<file path="config.mk">
export PLATFORM = sky130hd
export DESIGN_NAME = object_table_box_collision
export DESIGN_NICKNAME = d
export VERILOG_FILES = /design/src/sv/otbc_pkg.sv /design/src/sv/otbc_ctrl.sv /design/src/sv/otbc_datapath.sv /design/src/sv/object_table_box_collision.sv
export SDC_FILE = /design/constraint.sdc
export NUM_CORES = 2
export LEC_CHECK = 0
export BUFFER_PORTS_ARGS = -buffer_cell sky130_fd_sc_hd__buf_2
export CAP_MARGIN = 20
export CELL_PAD_IN_SITES_DETAIL_PLACEMENT = 0
export CELL_PAD_IN_SITES_GLOBAL_PLACEMENT = 2
export CORE_UTILIZATION = 46
export CTS_BUF_LIST = sky130_fd_sc_hd__clkbuf_8
export DETAILED_ROUTE_END_ITERATION = 12
export PLACE_DENSITY = 0.94
export SLEW_MARGIN = 20
export SYNTH_ARGS = -nofsm -noshare
export SYNTH_HDL_FRONTEND = slang
export SYNTH_SLANG_ARGS = --single-unit
</file>
<file path="constraint.sdc">
create_clock -name clk -period 8.2 [get_ports clk]
set_clock_uncertainty 0.2 [all_clocks]
set_input_delay 0.41 -clock clk [delete_from_list [all_inputs] [get_ports clk]]
set_output_delay 0.41 -clock clk [all_outputs]
set_load 0.05 [all_outputs]
</file>
<file path="src/sv/otbc_pkg.sv">
// ----------------------------------------------------------------------------
// otbc_pkg
// Shared types and constants for the object table box collision block.
// ----------------------------------------------------------------------------
package otbc_pkg;

    localparam int MAX_OBJECTS = 8;
    localparam int SWEEP_N     = (MAX_OBJECTS < 8) ? MAX_OBJECTS : 8;
    localparam int SLOT_W      = $clog2(MAX_OBJECTS);
    localparam int CNT_W       = $clog2(SWEEP_N);

    localparam int ID_W    = 16;
    localparam int COORD_W = 15;
    localparam int SIZE_W  = 10;
    localparam int BOUND_W = COORD_W + 1;
    localparam int MASK_W  = 8;
    localparam int HALF_PAD_W = BOUND_W - SIZE_W + 1;

    localparam int IN_DATA_W  = 72;
    localparam int IN_USER_W  = 2;
    localparam int OUT_DATA_W = 32;

    typedef enum logic [1:0] {
        OP_ADD    = 2'd0,
        OP_DELETE = 2'd1,
        OP_SET    = 2'd2,
        OP_SWEEP  = 2'd3
    } op_t;

    typedef struct packed {
        logic             load;
        logic             emit;
        logic             last;
        logic [CNT_W-1:0] idx;
    } ctrl_cmd_t;

    typedef struct packed {
        logic out_free;
        logic is_sweep;
    } ctrl_sts_t;

endpackage

</file>
<file path="src/sv/otbc_ctrl.sv">
// ----------------------------------------------------------------------------
// otbc_ctrl
// Sequencer: takes one input word, then issues one result per cycle while the output is free.
// ----------------------------------------------------------------------------
module otbc_ctrl
(
    input  logic                 clk,
    input  logic                 rst_n,
    input  logic                 in_valid,
    output logic                 in_ready,
    input  otbc_pkg::ctrl_sts_t  sts,
    output otbc_pkg::ctrl_cmd_t  cmd
);

    typedef enum logic {
        ST_IDLE,
        ST_EXEC
    } state_t;

    state_t                     state_reg;
    state_t                     state_next;
    logic [otbc_pkg::CNT_W-1:0] idx_reg;
    logic [otbc_pkg::CNT_W-1:0] idx_next;
    logic                       idx_end;

    assign in_ready = (state_reg == ST_IDLE);
    assign idx_end  = (idx_reg == otbc_pkg::CNT_W'(otbc_pkg::SWEEP_N - 1));

    always_comb
    begin
        state_next = state_reg;
        idx_next   = idx_reg;
        cmd.load   = 1'b0;
        cmd.emit   = 1'b0;
        cmd.last   = !sts.is_sweep || idx_end;
        cmd.idx    = idx_reg;
        unique case (state_reg)
            ST_IDLE:
            begin
                if (in_valid)
                begin
                    cmd.load   = 1'b1;
                    idx_next   = '0;
                    state_next = ST_EXEC;
                end
            end
            ST_EXEC:
            begin
                if (sts.out_free)
                begin
                    cmd.emit = 1'b1;
                    if (cmd.last)
                    begin
                        state_next = ST_IDLE;
                    end
                    else
                    begin
                        idx_next = idx_reg + 1'b1;
                    end
                end
            end
            default:
            begin
                state_next = ST_IDLE;
            end
        endcase
    end

    always_ff @(posedge clk or negedge rst_n)
    begin
        if (!rst_n)
        begin
            state_reg <= ST_IDLE;
            idx_reg   <= '0;
        end
        else
        begin
            state_reg <= state_next;
            idx_reg   <= idx_next;
        end
    end

endmodule

</file>
<file path="src/sv/otbc_datapath.sv">
// ----------------------------------------------------------------------------
// otbc_datapath
// Slot table, id counter, corner test lanes and output register.
// ----------------------------------------------------------------------------
module otbc_datapath
(
    input  logic                              clk,
    input  logic                              rst_n,
    input  otbc_pkg::ctrl_cmd_t               cmd,
    output otbc_pkg::ctrl_sts_t               sts,
    input  logic [otbc_pkg::IN_DATA_W-1:0]    in_data,
    input  logic [otbc_pkg::IN_USER_W-1:0]    in_user,
    output logic                              out_valid,
    input  logic                              out_ready,
    output logic [otbc_pkg::OUT_DATA_W-1:0]   out_data,
    output logic                              out_last
);

    otbc_pkg::op_t                      op_reg;
    logic [2:0]                         sidx_reg;
    logic [otbc_pkg::ID_W-1:0]          tid_reg;
    logic [otbc_pkg::COORD_W-1:0]       px_reg;
    logic [otbc_pkg::COORD_W-1:0]       py_reg;
    logic [otbc_pkg::SIZE_W-1:0]        w_reg;
    logic [otbc_pkg::SIZE_W-1:0]        h_reg;

    logic [otbc_pkg::ID_W-1:0]          id_reg [otbc_pkg::MAX_OBJECTS];
    logic signed [otbc_pkg::BOUND_W-1:0] xl_reg [otbc_pkg::MAX_OBJECTS];
    logic signed [otbc_pkg::BOUND_W-1:0] xr_reg [otbc_pkg::MAX_OBJECTS];
    logic signed [otbc_pkg::BOUND_W-1:0] yt_reg [otbc_pkg::MAX_OBJECTS];
    logic signed [otbc_pkg::BOUND_W-1:0] yb_reg [otbc_pkg::MAX_OBJECTS];
    logic [otbc_pkg::ID_W-1:0]          next_id_reg;
    logic [otbc_pkg::ID_W-1:0]          next_id_inc;

    logic signed [otbc_pkg::BOUND_W-1:0] px_ext;
    logic signed [otbc_pkg::BOUND_W-1:0] py_ext;
    logic signed [otbc_pkg::BOUND_W-1:0] hw_ext;
    logic signed [otbc_pkg::BOUND_W-1:0] hh_ext;
    logic signed [otbc_pkg::BOUND_W-1:0] xl_new;
    logic signed [otbc_pkg::BOUND_W-1:0] xr_new;
    logic signed [otbc_pkg::BOUND_W-1:0] yt_new;
    logic signed [otbc_pkg::BOUND_W-1:0] yb_new;

    logic                               free_found;
    logic [otbc_pkg::SLOT_W-1:0]        free_slot;
    logic [otbc_pkg::SLOT_W-1:0]        set_slot;
    logic                               set_ok;
    logic [otbc_pkg::SLOT_W-1:0]        sel;
    logic                               sel_occ;
    logic [otbc_pkg::MASK_W-1:0]        hit_mask;
    logic                               do_add;
    logic                               do_set;

    logic [2:0]                         res_slot_reg;
    logic [otbc_pkg::ID_W-1:0]          res_id_reg;
    logic                               res_occ_reg;
    logic [otbc_pkg::MASK_W-1:0]        res_mask_reg;
    logic                               res_full_reg;
    logic                               res_last_reg;
    logic                               out_valid_reg;

    assign sts.out_free = !out_valid_reg || out_ready;
    assign sts.is_sweep = (op_reg == otbc_pkg::OP_SWEEP);

    assign px_ext = {px_reg[otbc_pkg::COORD_W-1], px_reg};
    assign py_ext = {py_reg[otbc_pkg::COORD_W-1], py_reg};
    assign hw_ext = {otbc_pkg::HALF_PAD_W'(0), w_reg[otbc_pkg::SIZE_W-1:1]};
    assign hh_ext = {otbc_pkg::HALF_PAD_W'(0), h_reg[otbc_pkg::SIZE_W-1:1]};
    assign xl_new = px_ext - hw_ext;
    assign xr_new = px_ext + hw_ext;
    assign yt_new = py_ext - hh_ext;
    assign yb_new = py_ext + hh_ext;

    assign next_id_inc = (next_id_reg == '1) ? otbc_pkg::ID_W'(1) : next_id_reg + 1'b1;

    assign set_slot = otbc_pkg::SLOT_W'(sidx_reg);
    assign set_ok   = (int'(sidx_reg) < otbc_pkg::MAX_OBJECTS);
    assign sel      = otbc_pkg::SLOT_W'(cmd.idx);
    assign sel_occ  = (id_reg[sel] != '0);

    assign do_add = cmd.emit && (op_reg == otbc_pkg::OP_ADD) && free_found;
    assign do_set = cmd.emit && (op_reg == otbc_pkg::OP_SET) && set_ok;

    always_comb
    begin
        free_found = 1'b0;
        free_slot  = '0;
        for (int k = otbc_pkg::MAX_OBJECTS - 1; k >= 0; k--)
        begin
            if (id_reg[k] == '0)
            begin
                free_found = 1'b1;
                free_slot  = otbc_pkg::SLOT_W'(k);
            end
        end
    end

    always_comb
    begin
        logic xh;
        logic yh;
        hit_mask = '0;
        for (int j = 0; j < otbc_pkg::SWEEP_N; j++)
        begin
            xh = ((xl_reg[j] >= xl_reg[sel]) && (xl_reg[j] <= xr_reg[sel])) ||
                 ((xr_reg[j] >= xl_reg[sel]) && (xr_reg[j] <= xr_reg[sel]));
            yh = ((yt_reg[j] >= yt_reg[sel]) && (yt_reg[j] <= yb_reg[sel])) ||
                 ((yb_reg[j] >= yt_reg[sel]) && (yb_reg[j] <= yb_reg[sel]));
            hit_mask[j] = sel_occ && (otbc_pkg::SLOT_W'(j) != sel) &&
                          (id_reg[j] != '0) && xh && yh;
        end
    end

    always_ff @(posedge clk)
    begin
        if (cmd.load)
        begin
            op_reg   <= otbc_pkg::op_t'(in_user);
            sidx_reg <= in_data[2:0];
            tid_reg  <= in_data[18:3];
            px_reg   <= in_data[33:19];
            py_reg   <= in_data[48:34];
            w_reg    <= in_data[58:49];
            h_reg    <= in_data[68:59];
        end
        if (do_add)
        begin
            xl_reg[free_slot] <= xl_new;
            xr_reg[free_slot] <= xr_new;
            yt_reg[free_slot] <= yt_new;
            yb_reg[free_slot] <= yb_new;
        end
        else if (do_set)
        begin
            xl_reg[set_slot] <= xl_new;
            xr_reg[set_slot] <= xr_new;
            yt_reg[set_slot] <= yt_new;
            yb_reg[set_slot] <= yb_new;
        end
        if (cmd.emit)
        begin
            res_slot_reg <= '0;
            res_id_reg   <= '0;
            res_occ_reg  <= 1'b0;
            res_mask_reg <= '0;
            res_full_reg <= 1'b0;
            res_last_reg <= cmd.last;
            unique case (op_reg)
                otbc_pkg::OP_ADD:
                begin
                    if (free_found)
                    begin
                        res_slot_reg <= 3'(free_slot);
                        res_id_reg   <= next_id_reg;
                    end
                    else
                    begin
                        res_full_reg <= 1'b1;
                    end
                end
                otbc_pkg::OP_SWEEP:
                begin
                    res_slot_reg <= 3'(cmd.idx);
                    res_id_reg   <= id_reg[sel];
                    res_occ_reg  <= sel_occ;
                    res_mask_reg <= hit_mask;
                end
                otbc_pkg::OP_DELETE, otbc_pkg::OP_SET:
                begin
                end
            endcase
        end
    end

    always_ff @(posedge clk or negedge rst_n)
    begin
        if (!rst_n)
        begin
            for (int k = 0; k < otbc_pkg::MAX_OBJECTS; k++)
            begin
                id_reg[k] <= '0;
            end
            next_id_reg   <= otbc_pkg::ID_W'(1);
            out_valid_reg <= 1'b0;
        end
        else
        begin
            if (do_add)
            begin
                id_reg[free_slot] <= next_id_reg;
                next_id_reg       <= next_id_inc;
            end
            if (cmd.emit && (op_reg == otbc_pkg::OP_DELETE))
            begin
                for (int k = 0; k < otbc_pkg::MAX_OBJECTS; k++)
                begin
                    if (id_reg[k] == tid_reg)
                    begin
                        id_reg[k] <= '0;
                    end
                end
            end
            if (cmd.emit)
            begin
                out_valid_reg <= 1'b1;
            end
            else if (out_ready)
            begin
                out_valid_reg <= 1'b0;
            end
        end
    end

    assign out_valid = out_valid_reg;
    assign out_last  = res_last_reg;
    assign out_data  = {3'b000, res_full_reg, res_mask_reg, res_occ_reg, res_id_reg,
                        res_slot_reg};

endmodule

</file>
<file path="src/sv/object_table_box_collision.sv">
// ----------------------------------------------------------------------------
// object_table_box_collision
// Object slot table with add, delete, set and axis-aligned box sweep.
//
// Channel   Dir  Signals                     Contents
// s_axis    in   tvalid tready tdata tuser   op in tuser; slot_index..box_height
// m_axis    out  tvalid tready tdata tlast   result_slot..table_full; last
//
// Add, delete and set: the word is taken, then a single result is produced.
// Sweep: the word is taken, then one result per cycle, eight in all;
// eight compare lanes test every slot against the swept slot's box each cycle.
// Reset clears all ids and sets the next id to one.
// A stalled output holds the sequencer; a new word is taken as soon as the
// last result is in the output register.
// ----------------------------------------------------------------------------
module object_table_box_collision
(
    input  logic                             clk,
    input  logic                             rst_n,
    input  logic                             s_axis_tvalid,
    output logic                             s_axis_tready,
    // slot_index, target_id, pos_x, pos_y, box_width, box_height
    input  logic [otbc_pkg::IN_DATA_W-1:0]   s_axis_tdata,
    // op
    input  logic [otbc_pkg::IN_USER_W-1:0]   s_axis_tuser,
    output logic                             m_axis_tvalid,
    input  logic                             m_axis_tready,
    // result_slot, result_id, occupied, hit_mask, table_full
    output logic [otbc_pkg::OUT_DATA_W-1:0]  m_axis_tdata,
    output logic                             m_axis_tlast
);

    otbc_pkg::ctrl_cmd_t cmd;
    otbc_pkg::ctrl_sts_t sts;

    otbc_ctrl u_ctrl
    (
        .clk      (clk),
        .rst_n    (rst_n),
        .in_valid (s_axis_tvalid),
        .in_ready (s_axis_tready),
        .sts      (sts),
        .cmd      (cmd)
    );

    otbc_datapath u_datapath
    (
        .clk       (clk),
        .rst_n     (rst_n),
        .cmd       (cmd),
        .sts       (sts),
        .in_data   (s_axis_tdata),
        .in_user   (s_axis_tuser),
        .out_valid (m_axis_tvalid),
        .out_ready (m_axis_tready),
        .out_data  (m_axis_tdata),
        .out_last  (m_axis_tlast)
    );

`ifndef SYNTH
    a_busy_after_accept: assert property (@(posedge clk) disable iff (!rst_n)
        s_axis_tvalid && s_axis_tready |=> !s_axis_tready)
        else $error("input taken while previous item in progress");

    a_full_is_last: assert property (@(posedge clk) disable iff (!rst_n)
        m_axis_tvalid && m_axis_tdata[28] |-> m_axis_tlast)
        else $error("table full result not marked last");

    a_empty_no_hits: assert property (@(posedge clk) disable iff (!rst_n)
        m_axis_tvalid && !m_axis_tdata[19] |-> m_axis_tdata[27:20] == 8'h00)
        else $error("hit mask set for empty slot");
`endif

endmodule
</file>
==> impl_summary.txt <==
----------------------------------------------------
[STA]
  Number of hold violations in the final report ... 0
  Worst relative slew slack ... 0.177
  Pins over their slew limit ... 0
  Part of the cycle the worst path needs ... 0.707
  Setup repair after global routing missed its margin ... no
  Actual slew at the worst max-slew pin ... 1230 ps
  Setup TNS ... 0 ps
  Max Clock Freq ... 173 MHz
  Total of endpoints with negative setup slack in the final report ... 0
  WHS ... 57.6 ps
  Final critical path time including I/O delays and setup ... 5800 ps

[Die]
  Std cell rows ... 125
  Initial standard-cell utilization of the core ... 0.466
  Horizontal die dimension ... 346 um
  Total die area ... 119000 sq um
  Die Y ... 346 um
  CORE AREA ... 117000 sq um
  Ports ... 113

[Setup path]
  Worst reg-to-reg path cell count ... 12
  Worst reg2reg path endpoint ... u_datapath.res_mask_reg[6]$_SDFFCE_PN0P_
  Crit Path Max Fanout ... 30
  Worst Path Class, Setup ... register to register
  Critical Path Start Type ... register
  R2R Path Start ... u_ctrl.idx_reg[0]$_DFFE_PN0P_
  Arrival time at the worst endpoint ... 6310 ps
  Kind of capture point of the worst setup path ... register
  Reg-to-reg slack, setup ... 2400 ps
  Req. time, crit path ... 8720 ps

[Finish]
  Share of cells above drive strength 1 ... 0.125
  Layout-stage area growth over the synthesis result ... 12.6%
  Net total in the final layout ... 6165
  Finished Core Util ... 0.524
  Number of inserted filler cells in the final layout ... 10.1k

[Global route]
  Total congestion overflow ... 0
  Number of global-route vias before repair ... 42.2k
  Pin count of the biggest net entering global routing ... 89
  First-pass GRT wire length ... 273000 um
  Antenna violations before repair ... 3
  GRT Total Usage ... 0.307

[Yosys]
  Number of instances in the synthesized netlist ... 4697
  Most numerous cell in the Yosys netlist ... ha_1
  List of most frequent post-synthesis cells ... ha_1, edfxtp_1, a21oi_1
  Count of flip-flops with a built-in enable after synthesis ... 595
  Synth async-reset ratio ... 0.200
  Number of synthesized register bits ... 744
  Top area cells in the synthesized netlist ... edfxtp_1, ha_1, dfrtp_1
  Total standard cell area after synthesis ... 54300 sq um
  Number of distinct library cells after synthesis ... 93
  Avg Synthesized Cell Area ... 11.6 sq um
  Yosys warning count ... 0
  Cell accounting for the most synthesized area ... edfxtp_1
  Primary FF master, synth ... edfxtp_1
  Top cell type's share of synthesized area ... 0.329
  Sequential element share of the synthesized area ... 0.398

[CTS]
  Root buffer cell ... clkbuf_8
  Number of clock sinks ... 744
  Post-CTS Setup Inserts ... 0
  H-tree depth reported by CTS ... 4
  TritonCTS clock tree ... yes
  Clock insertion delay at the later pin of the skew report ... 910 ps
  CTS Hold Bufs ... 120
  Clock Tree Buf Depth ... 3
  Register clock-pin slew on the reported worst setup and hold paths ... 70 ps
  Resized Gates After CTS ... 0
  Inserted Clock Buffers ... 136

[Route]
  Residual DRC count ... 0
  Number of nets still failing antenna checks after routing ... 0
  Number of design-rule violations left by the first detailed-router iteration ... 4089
  Vias ... 42.8k
  DRT Pass-1 Iters ... 6
  Final routed wirelength across all metal layers ... 185000 um
  Post-DR vias/cell ... 6.39
  Average detailed-routed wire length per instance ... 27.6 um

[Hold path]
  Hold Path Stages ... 2
  Origin of the worst min-delay path ... s_axis_tdata[30]
  Sink of the worst hold path ... u_datapath.px_reg[11]$_DFFE_PP_
  Classification of the worst-slack hold path ... input pin to register

[Place]
  I/O Buffers ... 104
  HPWL after DPL ... 138000 um
  Routability cong. ... 0.958

[Pwr]
  Worst-case vdd ir drop ... 0.000180 V
  Power density over the cells ... 316 nW/um^2
  Static Leakage ... 25.7 nW

[Run status]
  Outcome ... complete, no violations

[Flow run]
  Maximum Capacitance Violations ... 0

----------------------------------------------------
## cell usage in the layout, fill, tap and decap left out, types with 19 or more instances in the layout
cell type / Yosys / layout
ha_1: 1023 / 1023
edfxtp_1: 595 / 595
a21oi_1: 510 / 510
nor2_1: 272 / 271
nand2_1: 217 / 217
nand4_1: 215 / 215
inv_1: 124 / 159
mux4_2: 156 / 156
clkbuf_8: 0 / 147
dfrtp_1: 148 / 146
o21ai_0: 136 / 136
a21o_1: 132 / 132
dlygate4sd3_1: 0 / 119
buf_4: 11 / 117
xor2_1: 116 / 116
nand3_1: 106 / 106
buf_2: 20 / 103
nor4_1: 95 / 95
mux2i_1: 86 / 65
xnor2_1: 65 / 62
nor3_1: 66 / 58
o211ai_1: 57 / 57
nor2b_1: 54 / 54
a211oi_1: 44 / 44
a2111oi_0: 31 / 31
o21a_1: 27 / 27
clkinv_1: 1 / 25
and4_1: 20 / 20
mux2i_2: 0 / 19
or4_1: 19 / 19
clkinv_2: 0 / 19
## worst max path at each step
stage,start,endpoint,slack (ps),cells after the start
floorplan,u_datapath.out_valid$_DFFE_PN0P_,u_datapath.xl_reg[0][0]$_DFFE_PP_,560,7
global placement,u_ctrl.idx_reg[0]$_DFFE_PN0P_,u_datapath.res_mask_reg[4]$_SDFFCE_PN0P_,2430,12
detailed placement,u_ctrl.idx_reg[0]$_DFFE_PN0P_,u_datapath.res_mask_reg[4]$_SDFFCE_PN0P_,2290,12
CTS,u_ctrl.idx_reg[0]$_DFFE_PN0P_,u_datapath.res_mask_reg[4]$_SDFFCE_PN0P_,2300,12
global route,u_ctrl.idx_reg[0]$_DFFE_PN0P_,u_datapath.res_mask_reg[6]$_SDFFCE_PN0P_,2140,12
finish,u_ctrl.idx_reg[0]$_DFFE_PN0P_,u_datapath.res_mask_reg[6]$_SDFFCE_PN0P_,2400,12
## worst max-delay path: stages (launching register included)
cell and delay [ps]:
dfrtp_4 880, buf_4 610, mux4_2 600, mux2i_2 820, buf_4 340, ha_1 270
nand4_1 120, a21oi_1 60, a2111oi_0 570, o211ai_1 210, o311ai_0 150, o211ai_1 350
a221oi_1 350
## layer usage
layer	GRT usage	routed length, um
met2	0.508	86900
met3	0.0507	13900
met4	0.146	9350
met1	0.393	74700
met5	0	0
## power breakdown
group | leakage (nW) | internal [mW] | total [mW] | switching (mW)
Sequential | 7.45 | 4.90 | 5.50 | 0.605
Clock | 1.49 | 1.85 | 3.56 | 1.70
Combinational | 16.7 | 3.87 | 10.3 | 6.43
Total | 25.7 | 10.6 | 19.4 | 8.74
## layout make-up
| class | count | area, sq um | share of cell area |
|---|---|---|---|
| repair buffers | 342 | 2640 | 0.0432 |
| clock inverters | 97 | 629 | 0.0103 |
| well taps | 1524 | 1910 | 0.0312 |
| diodes | 2 | 5.00 | 0.0000818 |
| inverters | 126 | 478 | 0.00781 |
| flip-flops and latches | 744 | 21600 | 0.353 |
| multi-input cells | 3710 | 31900 | 0.521 |
| clock buffers | 147 | 2020 | 0.0331 |
## kinds of logic after synthesis
kind of cell,count (synthesis),share of synthesized area
buf+inv,245,0.0186
compound gates,1084,0.123
other cells,1,0.0000690
xor+xnor,181,0.0292
mux,262,0.0848
fa+ha+maj,1027,0.237
simple gates,1153,0.110
flops,744,0.398
## metrics by stage
| step | instance area (sq um) | power [mW] | setup slack [ps] | cells |
|---|---|---|---|---|
| after floorplan | 54300 | 11.9 | 557 | 4699 |
| after global placement | 57300 | 15.3 | 2430 | 6326 |
| after detailed placement | 57300 | 15.6 | 2290 | 6326 |
| after CTS | 61200 | 19.3 | 2300 | 6690 |
| after global routing | 61200 | 20.6 | 2140 | 6692 |
| final | 61200 | 19.4 | 2400 | 6692 |
No activity file was read; power rests on OpenSTA's default activity.
